<file path="config.mk">
export PLATFORM = sky130hd
export DESIGN_NAME = hbs_queue
export DESIGN_NICKNAME = d
export VERILOG_FILES = /design/src/rtl/hbs_queue.sv
export SDC_FILE = /design/constraint.sdc
export NUM_CORES = 1
export LEC_CHECK = 0
export BUFFER_PORTS_ARGS = -buffer_cell sky130_fd_sc_hd__buf_2
export CORE_MARGIN = 1.5
export CORE_UTILIZATION = 61
export DETAILED_ROUTE_END_ITERATION = 8
export GPL_TIMING_DRIVEN = 0
export PLACE_DENSITY = 0.87
export SYNTH_ARGS = -nofsm -noshare
export SYNTH_HDL_FRONTEND = slang
export SYNTH_SLANG_ARGS = --single-unit
</file>
<file path="constraint.sdc">
create_clock -name clock -period 4.25 [get_ports clock]
set_input_delay 0 -clock clock [delete_from_list [all_inputs] [get_ports clock]]
set_output_delay 0 -clock clock [all_outputs]
set_load 0.03 [all_outputs]
</file>
<file path="src/rtl/hbs_queue.sv">
// Small register FIFO that decouples the front end from the back end.
// Generic in width and depth (depth a power of two). No dependencies.
module hbs_queue #(
   parameter int WIDTH = 48,
   parameter int DEPTH = 4
) (
   input  logic                     clock,
   input  logic                     reset,
   input  logic                     push,
   input  logic [WIDTH-1:0]         push_data,
   input  logic                     pop,
   output logic [WIDTH-1:0]         head_data,
   output logic                     empty,
   output logic [$clog2(DEPTH):0]   count
);

   localparam int PTR_W = $clog2(DEPTH);

   logic [WIDTH-1:0] slot_ff [DEPTH];
   logic [PTR_W-1:0] wr_ptr_ff, wr_ptr_in;
   logic [PTR_W-1:0] rd_ptr_ff, rd_ptr_in;
   logic [PTR_W:0]   count_ff, count_in;

   // Pointer and fill count update.
   always_comb begin
      wr_ptr_in = push ? wr_ptr_ff + 1'b1 : wr_ptr_ff;
      rd_ptr_in = pop ? rd_ptr_ff + 1'b1 : rd_ptr_ff;
      count_in  = count_ff + (PTR_W+1)'(push) - (PTR_W+1)'(pop);
   end

   always_ff @(posedge clock) begin
      if (reset) begin
         wr_ptr_ff <= '0;
         rd_ptr_ff <= '0;
         count_ff  <= '0;
      end else begin
         wr_ptr_ff <= wr_ptr_in;
         rd_ptr_ff <= rd_ptr_in;
         count_ff  <= count_in;
      end
      if (push) begin
         slot_ff[wr_ptr_ff] <= push_data;
      end
   end

   assign head_data = slot_ff[rd_ptr_ff];
   assign empty     = (count_ff == '0);
   assign count     = count_ff;

endmodule

</file>
==> qor.txt <==
Result of the run: finished clean
DP Worst Slack: 2.46 ns
Share of Yosys cell area claimed by the top area cell type: 78.4%
Post-Synthesis Cells: 291
Sequential cell area fraction in the yosys report: 80.9%
Min cycle time layout: 2.01 ns
Max VDD drop: 493 uV
Overall routed net length: 13.4 mm
Commonest register cell after synthesis: sky130_fd_sc_hd__edfxtp_1
Resized cells post-CTS: 0
GRT Residual Overflow: 0
PortBufs: 103
Site Rows: 39
Fraction of final layout cells sized beyond drive strength 1: 39.3%
Initial antenna violation count: 0
Syn-to-layout area delta: 25.9%
Standby leakage power: 3.23 nW
Critical path type: flip-flop to output pin
Root Buffer: sky130_fd_sc_hd__clkbuf_16
DRC violation total after the first TritonRoute iteration: 254
Setup Total Neg Slack: 0 ns
Number of buffers created by CTS: 20
Buffers from clock root to sink, at most: 3
Largest cells by area after synthesis: sky130_fd_sc_hd__edfxtp_1 78%, sky130_fd_sc_hd__mux4_2 15%, sky130_fd_sc_hd__dfxtp_1 2.5%
Slew @ Worst Pin: 0.711 ns
Count of final hold-check violations: 0
Hold_ws: 0.270 ns
Leading post-synthesis cells by instance count: 192 x sky130_fd_sc_hd__edfxtp_1, 48 x sky130_fd_sc_hd__mux4_2, 9 x sky130_fd_sc_hd__dfxtp_1, 6 x sky130_fd_sc_hd__ha_1, 6 x sky130_fd_sc_hd__inv_1
Area of the core: 0.0116 mm^2
Category of the worst setup path launch point: flip-flop
Worst r2r dst: slot_ff[2][33]$_DFFE_PP_
Data arrival, critical path: 2.01 ns
First-pass GRT wire length: 20.8 mm
Netlist area before placement: 0.00735 mm^2
Via count of the first global-routing pass: 3,950
Kind of capture point of the worst setup path: output pin
Total Routing Usage GR: 21.9%
Launch point of the worst reg-to-reg path: wr_ptr_ff[0]$_SDFFE_PP0P_
Period utilisation layout: 47.3%
Final clock skew: 0.00519 ns
Clock tree from TritonCTS: done
Largest net degree at the start of global routing: 32
Final net count: 531
Detailed Routing Iterations Pass 1: 4
DIE AREA: 0.0127 mm^2
Number of max-capacitance violations reported: 0
Die X-Extent: 113 um
Ant diodes: 0
H-tree lvl count: 1
Syn nets: 350
Number of warnings reported in the yosys synthesis log: 0
Average via count per standard cell: 5.71
Worst hold path type: input pin to flip-flop
Routed length per placed instance: 21.3 um
Final-report setup violation count: 0
Detailed placement HPWL: 7.52 mm
Remaining DRCs: 0
Unrepaired setup endpoints after global routing: no
Achievable clock frequency: 0.498 GHz
FFs w/ async S/R, synth: 0%
Number of enable-type register cells in the synthesized netlist: 192
Worst Setup EP: head_data[25]
Total power: 4.53 mW
Post-CTS clock slew at the launch and capture registers of the worst setup and hold paths: 0.06 ns
Vertical extent of the die: 113 um
Final count of pins violating max slew: 0
Library cell with the highest instance count after synthesis: sky130_fd_sc_hd__edfxtp_1
Worst Reg2Reg Path Length in Cells: 4
Slack of the critical path: 2.24 ns
Starting utilization of the core area: 63.6%
Synth cell types: 20
Latest clock arrival within the worst-skew pair: 0.47 ns
Vias after detailed routing: 3,581
Worst max-slew margin expressed relative to the limit: 52.6%
Routability congestion estimate from global placement: 0.654
Required time worst endpoint: 4.25 ns
Cell type with the largest total area after synthesis: sky130_fd_sc_hd__edfxtp_1
Final core area utilization: 80.0%
Final antenna-violating net count: 0
Worst reg2reg setup slack: 2.46 ns
Number of flip-flops and latches in the synthesized netlist: 201
Power per cell area: 490 mW/mm^2
Avg Inst Size Synth: 25.3 um^2
Largest fanout on the critical path: 10
Num ports: 104
Clk sink count: 201
==> critical path: stages, from the launching register on <==
cell and delay (ns):
sky130_fd_sc_hd__dfxtp_1 0.35, sky130_fd_sc_hd__clkbuf_1 0.56, sky130_fd_sc_hd__mux4_2 0.44, sky130_fd_sc_hd__buf_2 0.20
==> final cells by class <==
class | instances | area, um^2
clock buffers | 29 | 556
flip-flops and latches | 201 | 5950
well taps | 143 | 179
fillers | 561 | 2310
multi-input cells | 74 | 1320
clock inverters | 5 | 45.0
repair buffers | 159 | 1120
plain buffers | 10 | 71.3
inverters | 6 | 22.5
==> cell families (layout without fill, tap and decap cells) <==
logic type                 count (synthesis)  in the layout  synth area share, %
and+or+nand+nor                           13             13                0.936
buffers and inverters                     16            209                 1.28
adders and majority gates                  7              7                 1.29
xor gates and xnor gates                   3              3                0.562
DFF                                      201            201                 80.9
muxes                                     49             49                 14.8
AOI/OAI and AO/OA                          2              2                0.204
==> flip-flops by register name, indices dropped and copies added, names as in the netlist, named ones only <==
register / cells
slot_ff: 192
rd_ptr_ff: 2
wr_ptr_ff: 2
count: 3
==> how the worst min path moves through the flow <==
stage                   from                       end  cells after the start
2_1_floorplan          reset       count[0]$_SDFF_PP0_                      1
3_3_place_gp   push_data[46]  slot_ff[3][46]$_DFFE_PP_                      1
3_5_place_dp   push_data[29]  slot_ff[1][29]$_DFFE_PP_                      1
4_1_cts        push_data[23]  slot_ff[1][23]$_DFFE_PP_                      2
5_1_grt        push_data[34]  slot_ff[2][34]$_DFFE_PP_                      2
6_report       push_data[22]  slot_ff[0][22]$_DFFE_PP_                      2
==> routing by layer <==
layer | global-route usage (%) | wire (um)
met3 | 4.34 | 760
met4 | 6.24 | 252
met1 | 28.4 | 5410
met5 | 0 | 0
met2 | 38.4 | 6930
==> where the power goes <==
group	switching, mW	internal [mW]	total [mW]
sequential	0.0329	2.28	2.31
combinational	0.359	0.251	0.610
clock	0.649	0.961	1.61
==> stage by stage <==
step           area (um^2)  std cells
6_report              9250        627
5_1_grt               9250        627
4_1_cts               9250        627
3_5_place_dp          8130        541
3_3_place_gp          8050        537
2_1_floorplan         7350        291
==> repair_timing <==
item | CTS | global route
endpoints found under the hold margin | 201 | 0
buffers inserted | 0 | 0
hold buffers | 52 | 0
==> cell usage in the layout, fill, tap and decap left out, drive strengths merged <==
cell and count:
inv 6, bufinv 1, a21oi 1, nand3b 1
nor2b 2, clkinv 4, xnor2 2, fa 1
and2 4, nor3 1, edfxtp 192, buf 115
a21bo 1, mux4 48, dlygate4sd3 52, ha 6
dfxtp 9, mux2i 1, nor2 5, clkbuf 31
xor3 1
No activity file was read; power rests on OpenSTA's default activity.
