`config.mk`:
```
export PLATFORM = sky130hd
export DESIGN_NAME = hbs_front
export DESIGN_NICKNAME = d
export VERILOG_FILES = /design/src/rtl/hbs_pkg.sv /design/src/rtl/hbs_front.sv
export SDC_FILE = /design/constraint.sdc
export NUM_CORES = 2
export LEC_CHECK = 0
export BUFFER_PORTS_ARGS = -buffer_cell sky130_fd_sc_hd__buf_2
export CORE_UTILIZATION = 45
export CTS_CLUSTER_SIZE = 40
export DETAILED_ROUTE_END_ITERATION = 10
export GPL_TIMING_DRIVEN = 0
export PLACE_DENSITY = 0.67
export RECOVER_POWER = 100
export SLEW_MARGIN = 20
export SYNTH_ARGS = -nofsm -noshare
export SYNTH_HDL_FRONTEND = slang
export SYNTH_SLANG_ARGS = --single-unit
```
`constraint.sdc`:
```
create_clock -name clock -period 11.2 [get_ports clock]
set_input_delay 2.24 -clock clock [delete_from_list [all_inputs] [get_ports clock]]
set_output_delay 2.24 -clock clock [all_outputs]
set_load 0.02 [all_outputs]
```
`src/rtl/hbs_pkg.sv`:
```
// Shared types and constants for the heightmap bilinear sampler.
// Used by the front end, the back end and the top level.
// No dependencies.
package hbs_pkg;

   // Item opcodes as seen on the request channel.
   localparam logic OP_QUERY = 1'b0;
   localparam logic OP_WRITE = 1'b1;

   // Configuration register indexes.
   localparam int CSR_IDX_W = 2;
   localparam logic [CSR_IDX_W-1:0] CSR_GRID_RES  = 2'd0;
   localparam logic [CSR_IDX_W-1:0] CSR_HALF_SIZE = 2'd1;
   localparam logic [CSR_IDX_W-1:0] CSR_INV_CELL  = 2'd2;

   // Configuration reset values.
   localparam logic [7:0]  GRID_RES_RST  = 8'd255;
   localparam logic [22:0] HALF_SIZE_RST = 23'd0;
   localparam logic [23:0] INV_CELL_RST  = 24'd65536;

   // Output height limits, signed 24 bit.
   localparam int OUT_MAX = 8388607;
   localparam int OUT_MIN = -8388608;

   // Command queue between front and back.
   localparam int QUEUE_DEPTH = 4;
   localparam int QCNT_W      = $clog2(QUEUE_DEPTH) + 1;

   // What the back end has to do with one item.
   typedef enum logic [1:0] {
      CMD_NULL,   // answer zero, touch nothing
      CMD_STORE,  // store one grid height, answer zero
      CMD_QUERY   // read four corners and blend
   } cmd_kind_type;

   typedef struct packed {
      cmd_kind_type kind;
      logic [7:0]   x0;
      logic [7:0]   z0;
      logic [7:0]   fx;
      logic [7:0]   fz;
   } cmd_type;

   // Back end sequencer states.
   typedef enum logic [3:0] {
      BK_IDLE,
      BK_STORE,
      BK_NULL,
      BK_RD0,
      BK_RD1,
      BK_RD2,
      BK_RD3,
      BK_BL0,
      BK_BL1,
      BK_BL2,
      BK_BL3,
      BK_BL4
   } back_state_type;

endpackage

```
`src/rtl/hbs_front.sv`:
```
// Front end: accepts request beats, maps world points to grid coordinates
// and classifies each item into a back end command. Depends on hbs_pkg.
module hbs_front import hbs_pkg::*; #(
   parameter int MAX_CELLS   = 255,
   parameter int HEIGHT_BITS = 24
) (
   input  logic                   clock,
   input  logic                   reset,
   input  logic                   req_valid,
   output logic                   req_ready,
   input  logic                   req_op,
   input  logic signed [23:0]     req_world_x,
   input  logic signed [23:0]     req_world_z,
   input  logic [7:0]             req_grid_x,
   input  logic [7:0]             req_grid_z,
   input  logic signed [23:0]     req_write_height,
   input  logic [7:0]             grid_resolution,
   input  logic [22:0]            half_size,
   input  logic [23:0]            inv_cell_size,
   input  logic [QCNT_W-1:0]      q_count,
   output logic                   push,
   output cmd_type                push_cmd,
   output logic [HEIGHT_BITS-1:0] push_wdata
);

   localparam int RES_CAP = (MAX_CELLS < 255) ? MAX_CELLS : 255;
   localparam int WW      = (HEIGHT_BITS > 24) ? HEIGHT_BITS : 24;

   // Stage 1: offset sums.
   logic                   v1_ff, v1_in;
   logic                   op1_ff;
   logic signed [24:0]     sumx1_ff, sumx1_in;
   logic signed [24:0]     sumz1_ff, sumz1_in;
   logic [7:0]             gx1_ff, gz1_ff;
   logic [HEIGHT_BITS-1:0] wh1_ff, wh1_in;
   logic signed [WW-1:0]   wh_ext;

   // Stage 2: scaled coordinates.
   logic                   v2_ff;
   logic                   op2_ff;
   logic                   negx2_ff, negz2_ff;
   logic [31:0]            vx2_ff, vx2_in;
   logic [31:0]            vz2_ff, vz2_in;
   logic [47:0]            prodx, prodz;
   logic [7:0]             gx2_ff, gz2_ff;
   logic [HEIGHT_BITS-1:0] wh2_ff;

   logic [QCNT_W+1:0]      occupancy;
   logic [7:0]             res;
   logic [31:0]            limit;
   logic                   in_x, in_z, wr_ok;

   // Credit check: every item in the pipe has a queue slot reserved.
   assign occupancy = (QCNT_W+2)'(q_count) + (QCNT_W+2)'(v1_ff) + (QCNT_W+2)'(v2_ff);
   assign req_ready = (occupancy < (QCNT_W+2)'(QUEUE_DEPTH));
   assign v1_in     = req_valid & req_ready;

   // Add the half size to each world coordinate.
   assign sumx1_in = 25'(req_world_x) + signed'({2'b00, half_size});
   assign sumz1_in = 25'(req_world_z) + signed'({2'b00, half_size});
   assign wh_ext   = WW'(req_write_height);
   assign wh1_in   = wh_ext[HEIGHT_BITS-1:0];

   // Scale by the reciprocal cell size; a negative sum scales to zero.
   assign prodx  = 48'(sumx1_ff[23:0]) * 48'(inv_cell_size);
   assign prodz  = 48'(sumz1_ff[23:0]) * 48'(inv_cell_size);
   assign vx2_in = sumx1_ff[24] ? 32'd0 : prodx[47:16];
   assign vz2_in = sumz1_ff[24] ? 32'd0 : prodz[47:16];

   always_ff @(posedge clock) begin
      if (reset) begin
         v1_ff <= 1'b0;
         v2_ff <= 1'b0;
      end else begin
         v1_ff <= v1_in;
         v2_ff <= v1_ff;
      end
      if (v1_in) begin
         op1_ff   <= req_op;
         sumx1_ff <= sumx1_in;
         sumz1_ff <= sumz1_in;
         gx1_ff   <= req_grid_x;
         gz1_ff   <= req_grid_z;
         wh1_ff   <= wh1_in;
      end
      op2_ff   <= op1_ff;
      negx2_ff <= sumx1_ff[24];
      negz2_ff <= sumz1_ff[24];
      vx2_ff   <= vx2_in;
      vz2_ff   <= vz2_in;
      gx2_ff   <= gx1_ff;
      gz2_ff   <= gz1_ff;
      wh2_ff   <= wh1_ff;
   end

   // Effective resolution and the inside tests.
   assign res   = (32'(grid_resolution) > RES_CAP) ? 8'(RES_CAP) : grid_resolution;
   assign limit = {16'd0, res, 8'd0};
   assign in_x  = (!negx2_ff || (inv_cell_size == 24'd0)) && (vx2_ff < limit);
   assign in_z  = (!negz2_ff || (inv_cell_size == 24'd0)) && (vz2_ff < limit);
   assign wr_ok = (gx2_ff <= res) && (gz2_ff <= res);

   // Build the command for the back end.
   always_comb begin
      push_cmd.x0 = vx2_ff[15:8];
      push_cmd.z0 = vz2_ff[15:8];
      push_cmd.fx = vx2_ff[7:0];
      push_cmd.fz = vz2_ff[7:0];
      if (op2_ff == OP_WRITE) begin
         push_cmd.x0   = gx2_ff;
         push_cmd.z0   = gz2_ff;
         push_cmd.kind = wr_ok ? CMD_STORE : CMD_NULL;
      end else begin
         push_cmd.kind = (in_x && in_z) ? CMD_QUERY : CMD_NULL;
      end
   end

   assign push       = v2_ff;
   assign push_wdata = wh2_ff;

endmodule

```
==> qor.csv <==
stage,metric,value,unit
yosys,Post-Synthesis Cell Area,0.0452,sq mm
setup_path,Worst EP arrival,10.96,ns
yosys,Mapped Nets,6409,
timing,TNS Setup,0,ns
timing,Fmax achieved,94.5,MHz
floorplan,die area,0.102,sq mm
yosys,"EDFF count, synth",91,
yosys,"Seq/Total Area, Yosys",0.109,
timing,final slew viol count,95,
timing,setup repair after global routing missed its margin,false,
finish,"most common cell after layout, fill and taps aside",inv_1,
drt,Routed WL per cell,21.3,um
finish,most frequent cells in the layout,"inv_1 (1117), fa_1 (964), nand2_1 (637)",
setup_path,"CP delay by family, top",adder cells,
setup_path,CP dominant cell by count,fa_1,
finish,share of cells above drive strength 1,0.0422,
drt,Post-route DRC,0,
finish,Nets,6637,
drt,First-pass DRT Iterations,6,
finish,"Core Util, Final",0.489,
yosys,Synth cell types,67,
setup_path,Worst Path Max Fanout,10,
placed_design,cell area after placement,0.0479,sq mm
yosys,yosys warns,0,
global_routing,vias in the first global route,35800,
clock_tree,CTS tree,done,
placed_design,GPL Wtd Cong,1.02,
timing,Final Skew,0.0139,ns
hold_path,Worst Hold End,push_wdata[11],
clock_tree,total CTS buffers,17,
clock_tree,Clock Sinks,200,
yosys,Most used DFF post-synth,dfxtp_1,
floorplan,Die H,319,um
setup_path,WS Path Type,input pin to flip-flop,
floorplan,Core Rows,115,
global_routing,largest net degree at the start of global routing,54,
timing,Worst Max-Slew Pin Slew,2.99,ns
drt,routed via count,34000,
yosys,syn_area_per_cell,9.27,sq um
setup_path,r2r setup slk,2.56,ns
hold_path,origin of the worst min-delay path,wh1_ff[11],
timing,Slew HR,-0.996,
setup_path,Worst path slowest cell,clkbuf_1,
drt,final wirelength,137,mm
setup_path,RR Endpoint,vz2_ff[28],
setup_path,Required @ worst endpoint,11.58,ns
clock_tree,Root Driver,clkbuf_16,
clock_tree,Clock transition at path regs,0.09,ns
placed_design,dpl hpwl,119,mm
floorplan,Initial Util,0.457,
setup_path,WP buf/inv,8,
run_status,status,finished with violations,
timing,final-report hold violation count,0,
clock_tree,clk_lat worst skew,0.52,ns
hold_path,Worst Hold Depth,0,
setup_path,worst r2r path cells,25,
floorplan,CORE AREA,0.0990,sq mm
global_routing,Total GRT Usage,0.281,
timing,Final Setup Violations,0,
clock_tree,hold buffer count at cts,0,
global_routing,Overflow after GRT,0,
setup_path,worst r2r src,sumz1_ff[18],
flow_run,maxcap violations,3,
drt,Final ANT Viol Nets,0,
floorplan,DIE WIDTH,319,um
drt,DR iter-0 viols,2514,
placed_design,Port Buf Inserts,208,
run_status,failing checks,"capacitance limit, slew limit",
floorplan,# IOs,210,
placed_design,dpl cells,6374,
global_routing,initial antenna violation count,19,
hold_path,Hold WC Path Type,flip-flop to flip-flop,
finish,cell area after layout,0.0484,sq mm
setup_path,CP startpoint kind,input pin,
timing,Period minus WS final,10.58,ns
setup_path,Critical Path Max Stage Delay,0.81,ns
yosys,synthesized flop and latch total,200,
clock_tree,Post CTS Setup Buffer Count,0,
yosys,Post-Synthesis Cells,4878,
clock_tree,CTS resizes,0,
clock_tree,maximum clock insertion buffer count,2,
timing,Tcrit/Tclk final,0.945,
yosys,"FFs w/ async S/R, synth",0,
drt,via density per instance,5.29,
finish,Post-Layout Cell Count,6413,
setup_path,CP endpoint kind,flip-flop,
finish,area delta synth->final,6.98,%
global_routing,first-pass GRT wire length,213,mm
clock_tree,Clock H-tree levels,4,
[per-stage QoR]
| step | worst slack [ns] | hold slack (ns) |
|---|---|---|
| floorplan | 2.43 | 0.323 |
| global placement | 0.285 | 0.324 |
| detailed placement | 0.334 | 0.327 |
| CTS | 0.863 | 0.343 |
| global route | 0.212 | 0.351 |
| finish | 0.619 | 0.337 |
[cell type report]
class                   instances  area (sq um)
clock buffers                  18           429
diodes                          7          17.5
inverters                    1118          4200
multi-input cells            3309         35100
clock inverters                14           156
fillers                      9521         50600
well taps                    1287          1610
plain buffers                 251          1000
repair buffers                209           961
flip-flops and latches        200          4910
[kinds of logic after synthesis]
kind of cell,synth area share
AO/OA/AOI/OAI,0.0498
XOR/XNOR,0.0192
adder cells (fa/ha/maj),0.542
buffers and inverters,0.115
flip-flops,0.109
multiplexers,0.00498
AND/OR/NAND/NOR,0.160
[registers in the layout, indices dropped and copies added, names as in the netlist]
register and count:
push 1, negx2_ff 1, v1_ff 1, vx2_ff 32
gx2_ff 8, gz2_ff 8, gz1_ff 8, op2_ff 1
op1_ff 1, sumx1_ff 25, wh1_ff 24, vz2_ff 32
push_wdata 24, negz2_ff 1, gx1_ff 8, sumz1_ff 25
[worst register-to-register path, stage by stage (launching register included)]
cell      delay (ns)
edfxtp_1        0.70
clkbuf_1        0.62
nand2_1         0.18
fa_1            0.57
inv_1           0.05
fa_1            0.49
inv_1           0.08
fa_1            0.51
fa_1            0.61
inv_1           0.07
fa_1            0.50
fa_1            0.49
inv_1           0.05
fa_1            0.52
inv_1           0.06
ha_1            0.35
a21o_1          0.20
a21o_1          0.16
a21oi_1         0.22
o21ai_0         0.15
a21oi_1         0.37
a311oi_2        0.27
a21bo_1         0.28
a21oi_1         0.44
o31ai_1         0.20
mux2_1          0.38
[worst max-delay path by stage]
stage                                start    endpoint  slack [ns]  cells after the start
final                     inv_cell_size[3]  vz2_ff[28]        0.62                     27
after detailed placement  inv_cell_size[5]  vz2_ff[28]        0.33                     27
after floorplan           inv_cell_size[3]  vz2_ff[28]        2.43                     26
after global placement    inv_cell_size[5]  vz2_ff[28]        0.28                     27
after global routing      inv_cell_size[4]  vx2_ff[30]        0.21                     27
after CTS                 inv_cell_size[5]  vz2_ff[28]        0.86                     27
[Yosys cell counts, drive strengths merged (30+ instances only)]
cell type	number	area, sq um
dfxtp	109	2180
a21o	77	578
xor2	30	263
nor2	112	420
a21oi	107	547
fa	964	19300
xnor2	69	604
and2	562	3520
clkbuf	231	867
o21ai	54	274
edfxtp	91	2730
inv	1118	4200
ha	417	5220
nand2	637	2390
[metal layers]
layer	global-route usage	vias to the layer above	part of all wire
met5	0	-	0.00075
met4	0.117	16	0.045
met3	0.0648	291	0.094
met2	0.454	1393	0.46
met1	0.363	17300	0.40
li1	-	14900	-
Power is not shown: default switching activity piles up to over one toggle a cycle in this logic, so the estimate is an artifact.
